--- src/rtl/core/rse_pkg.sv ---
// Shared types and constants for the retransmission suppression block.
// No dependencies; every other file of the block uses this package.
package rse_pkg;

   localparam int SLOTS  = 256;
   localparam int SLOT_W = $clog2(SLOTS);
   localparam int TIME_W = 32;
   localparam int GF_W   = 16;
   localparam int PROD_W = TIME_W + GF_W;
   localparam int FRAC_W = 8;

   localparam logic [TIME_W-1:0] INITIAL_RST = TIME_W'(10);
   localparam logic [TIME_W-1:0] MAX_RST     = TIME_W'(250);
   localparam logic [GF_W-1:0]   GROWTH_RST  = GF_W'(512);

   typedef enum logic [1:0] {
      CMD_DECIDE_ENTRY    = 2'd0,
      CMD_DECIDE_UPSTREAM = 2'd1,
      CMD_GROW            = 2'd2,
      CMD_RELEASE         = 2'd3
   } cmd_type;

   typedef enum logic [1:0] {
      DEC_NEW      = 2'd0,
      DEC_SUPPRESS = 2'd1,
      DEC_FORWARD  = 2'd2,
      DEC_DONE     = 2'd3
   } decision_type;

   typedef enum logic [1:0] {
      CSR_INITIAL = 2'd0,
      CSR_MAX     = 2'd1,
      CSR_GROWTH  = 2'd2
   } csr_type;

   typedef enum logic [1:0] {
      ST_IDLE   = 2'd0,
      ST_LOOK   = 2'd1,
      ST_MUL    = 2'd2,
      ST_RESULT = 2'd3
   } state_type;

   typedef struct packed {
      logic              we;
      logic [SLOT_W-1:0] addr;
      logic [TIME_W-1:0] data;
   } ram_wr_type;

endpackage

--- src/rtl/core/rse_grow.sv ---
// Interval growth: registered product with a Q8.8 factor, then truncate and cap.
// Depends on rse_pkg.
module rse_grow (
   input  logic                          clock,
   input  logic                          start,
   input  logic [rse_pkg::TIME_W-1:0]    base,
   input  logic [rse_pkg::GF_W-1:0]      factor,
   input  logic [rse_pkg::TIME_W-1:0]    cap,
   output logic [rse_pkg::TIME_W-1:0]    grown
);

   localparam int SHIFT_W = rse_pkg::PROD_W - rse_pkg::FRAC_W;

   logic [rse_pkg::PROD_W-1:0] prod_ff;
   logic [rse_pkg::PROD_W-1:0] prod_in;
   logic [SHIFT_W-1:0]         shifted;

   assign prod_in = rse_pkg::PROD_W'(base) * rse_pkg::PROD_W'(factor);

   always_ff @(posedge clock) begin
      if (start) begin
         prod_ff <= prod_in;
      end
   end

   // drop the fraction bits; compare at full width so overflow is caught
   assign shifted = prod_ff[rse_pkg::PROD_W-1:rse_pkg::FRAC_W];
   assign grown   = (shifted > SHIFT_W'(cap)) ? cap : shifted[rse_pkg::TIME_W-1:0];

endmodule

--- config.mk ---
export PLATFORM = sky130hd
export DESIGN_NAME = rse_grow
export DESIGN_NICKNAME = d
export VERILOG_FILES = /design/src/rtl/core/rse_pkg.sv /design/src/rtl/core/rse_grow.sv
export SDC_FILE = /design/constraint.sdc
export NUM_CORES = 1
export LEC_CHECK = 0
export BUFFER_PORTS_ARGS = -buffer_cell sky130_fd_sc_hd__buf_2
export CORE_MARGIN = 3
export CORE_UTILIZATION = 67
export DETAILED_ROUTE_END_ITERATION = 8
export PLACE_DENSITY = 0.87
export SYNTH_ARGS = -nofsm -noshare
export SYNTH_HDL_FRONTEND = slang
export SYNTH_SLANG_ARGS = --single-unit
--- constraint.sdc ---
create_clock -name clock -period 13.4 [get_ports clock]
set_input_delay 1.34 -clock clock [delete_from_list [all_inputs] [get_ports clock]]
set_output_delay 1.34 -clock clock [all_outputs]
set_load 0.01 [all_outputs]
==> flow_summary_export.csv <==
group,metric,value,unit
status,status,"complete, no violations",
grt,grt_pass1_vias,15800,
synthesis,synth_edf_count,40,
critical_path,end_kind,"flop",
synthesis,synth_top_cell_by_area,"fa_1",
drt,ant_nets,0,
synthesis,synth_top_area_share,45.3,%
drt,dr.pass1.iters,5,
run,drv_cap,0,
finish,nNetsFinal,2703,
drt,drc_errors,0,
die,initial_utilization,68.2,%
clock_tree,clockBufferDepth,2,
worst_hold_path,min_path_type,"primary input to flop",
critical_path,path_cells,"buf_2, nand2_1, fa_1, inv_1, fa_1, fa_1, fa_1, fa_1, inv_1, fa_1, inv_1, ha_1, o21ai_0, o211ai_1, a41oi_1, o311ai_4, a21oi_4, o221ai_4, nor4_2, a311oi_1",
die,core.rowCount,60,
timing,tightest_slew,893,ps
timing,fmax,134,MHz
critical_path,criticalPathCategory,"primary input to flop",
finish,largest_registers,"prod_ff: 40 flops",
timing,maxSlewViolCount,0,
finish,fin_util,71.2,%
clock_tree,cts_max_level,2,
clock_tree,cts.clk_slew.worst_paths,60,ps
finish,drive_gt1_share,8.61,%
synthesis,syn_area,18400,µm²
critical_path,crit_slowest_cell,"buf_2",
critical_path,startpoint_type,"primary input",
finish,largest_reg_flops,40,
grt,grt_max_degree,41,
grt,grt.overflow.total,0,
place,place_inst,2389,
synthesis,synth-main-ff-cell,"edfxtp_1",
clock_tree,cts_tree,"built",
grt,grt_pass1_wl,75100,µm
synthesis,synth_cell_types,63,
synthesis,syn_avg_cell_area,9.11,µm²
drt,drt-vias-per-instance,5.94,
die,design.die.area,29600,µm²
place,gp_congestion,0.950,
timing,min_period,7490,ps
critical_path,crit_arrival,7500,ps
synthesis,synthesis.nets,2673,
clock_tree,root_buffer,"clkbuf_16",
drt,wire_per_inst,18.9,µm
timing,finalHoldViolations,0,
clock_tree,cts.sinks,40,
synthesis,async_flop_share,0,%
finish,area_growth,4.34,%
grt,grt_usage,32.1,%
critical_path,critPathMostFrequentCell,"fa_1",
drt,wl,45200,µm
timing,fin_tns_setup,0,ps
drt,vias,14200,
drt,drt_iter0_drc,1071,
finish,final_cell_count_no_fill,2397,
clock_tree,cts.repair.resized,0,
clock_tree,cts_buffers,5,
timing,finalSetupViolations,0,
timing,grt_setup_unrepaired,"no",
synthesis,ys_ff_latch,40,
timing,finalCritPeriodShare,55.9,%
clock_tree,cts_setup_buffers,0,
grt,antenna_found_initial,0,
die,core_area,27000,µm²
place,hpwl,36000,µm
finish,n_antenna_cell,0,
clock_tree,ctsHoldBuffers,0,
timing,whs,1730,ps
die,die_w,172,µm
die,num_io_pins,114,
critical_path,required,13420,ps
synthesis,ys_seq_area_share,6.51,%
die,die_y,172,µm
synthesis,synth_cells,2025,
critical_path,critPathMaxStageDelay,640,ps
critical_path,critPathMaxFanout,32,
place,numPortBuffers,113,
timing,maxSlewHeadroom,40.5,%
synthesis,synth_warnings,0,
synthesis,synth.area.top_cells,"fa_1 45%, ha_1 10%, inv_1 9.7%",
finish,regMostFlops,"prod_ff",
-- cells in the mapped netlist, types with 6 or more instances --
cell type / n
inv_1: 477
fa_1: 417
nand2_1: 331
and2_1: 208
ha_1: 149
clkbuf_1: 80
a21oi_1: 41
edfxtp_1: 40
mux2_2: 32
xnor2_1: 27
a21o_1: 26
nor2_1: 25
o21ai_0: 22
nand4_1: 17
xor2_1: 14
a211oi_1: 7
buf_2: 6
nand2b_1: 6
nand3_1: 6
-- layer usage --
metal	GRT usage (%)	routed length, µm	vias up
met5	0	0	-
met4	15.7	2580	0
met3	4.07	3320	192
met2	58.4	23900	690
met1	37.5	15400	7246
li1	-	-	6107
-- layout make-up --
cell class                      instances  area, µm²
Clock buffer                            5        125
Fill cell                            1968       7780
Multi-Input combinational cell       1417      15100
Sequential cell                        40       1200
Clock inverter                          3       37.5
Timing Repair Buffer                  114        573
Inverter                              477       1790
Tap cell                              341        427
-- worst paths after layout --
path	startpoint	to	slack [ps]	cells past startpoint
max	factor[10]	prod_ff[40]	5910	20
min	start	prod_ff[45]	1730	1
-- per-stage QoR --
step	setup WS, ps	cell area [µm²]
final	5910	19200
after floorplan	6490	18400
after global routing	5640	19200
after CTS	6010	19200
after global placement	5780	19100
after detailed placement	5710	19100
-- placed cells by master (no fill, tap or decap), types with 5 or more instances in the layout --
master / netlist / final
a211oi_1: 7 / 7
buf_2: 6 / 113
mux2_2: 32 / 32
nand3_1: 6 / 6
ha_1: 149 / 149
nand4_1: 17 / 17
clkbuf_16: 0 / 5
edfxtp_1: 40 / 40
and2_1: 208 / 208
nor2b_1: 5 / 5
xnor2_1: 27 / 27
and3_1: 5 / 5
o21ai_0: 22 / 22
o211ai_1: 5 / 5
a21oi_1: 41 / 41
a21oi_2: 5 / 5
inv_1: 477 / 477
a21o_1: 26 / 26
nand2b_1: 6 / 6
xor2_1: 14 / 14
o21ai_1: 5 / 5
o21bai_1: 5 / 5
fa_1: 417 / 417
nand2_1: 331 / 331
nor2_1: 25 / 25
-- kinds of logic (layout without fill, tap and decap cells) --
logic type               after synthesis  in the layout  share of synthesized area, %
flip-flops                            40             40                          6.51
multiplexers                          32             32                          1.95
adder cells (fa/ha/maj)              566            566                          55.4
buffers and inverters                568            599                          11.7
XOR/XNOR                              41             41                          1.95
AND/OR/NAND/NOR                      624            624                          16.5
AO/OA/AOI/OAI                        154            154                          6.00
-- worst max-delay path: cells and delay by family --
kind            cells  cell delay, ps
simple gates        2             420
fa+ha+maj           7            3450
buf+inv             4             800
compound gates      7            1470
Power is not shown: default switching activity piles up to over one toggle a cycle in this logic, so the estimate is an artifact.
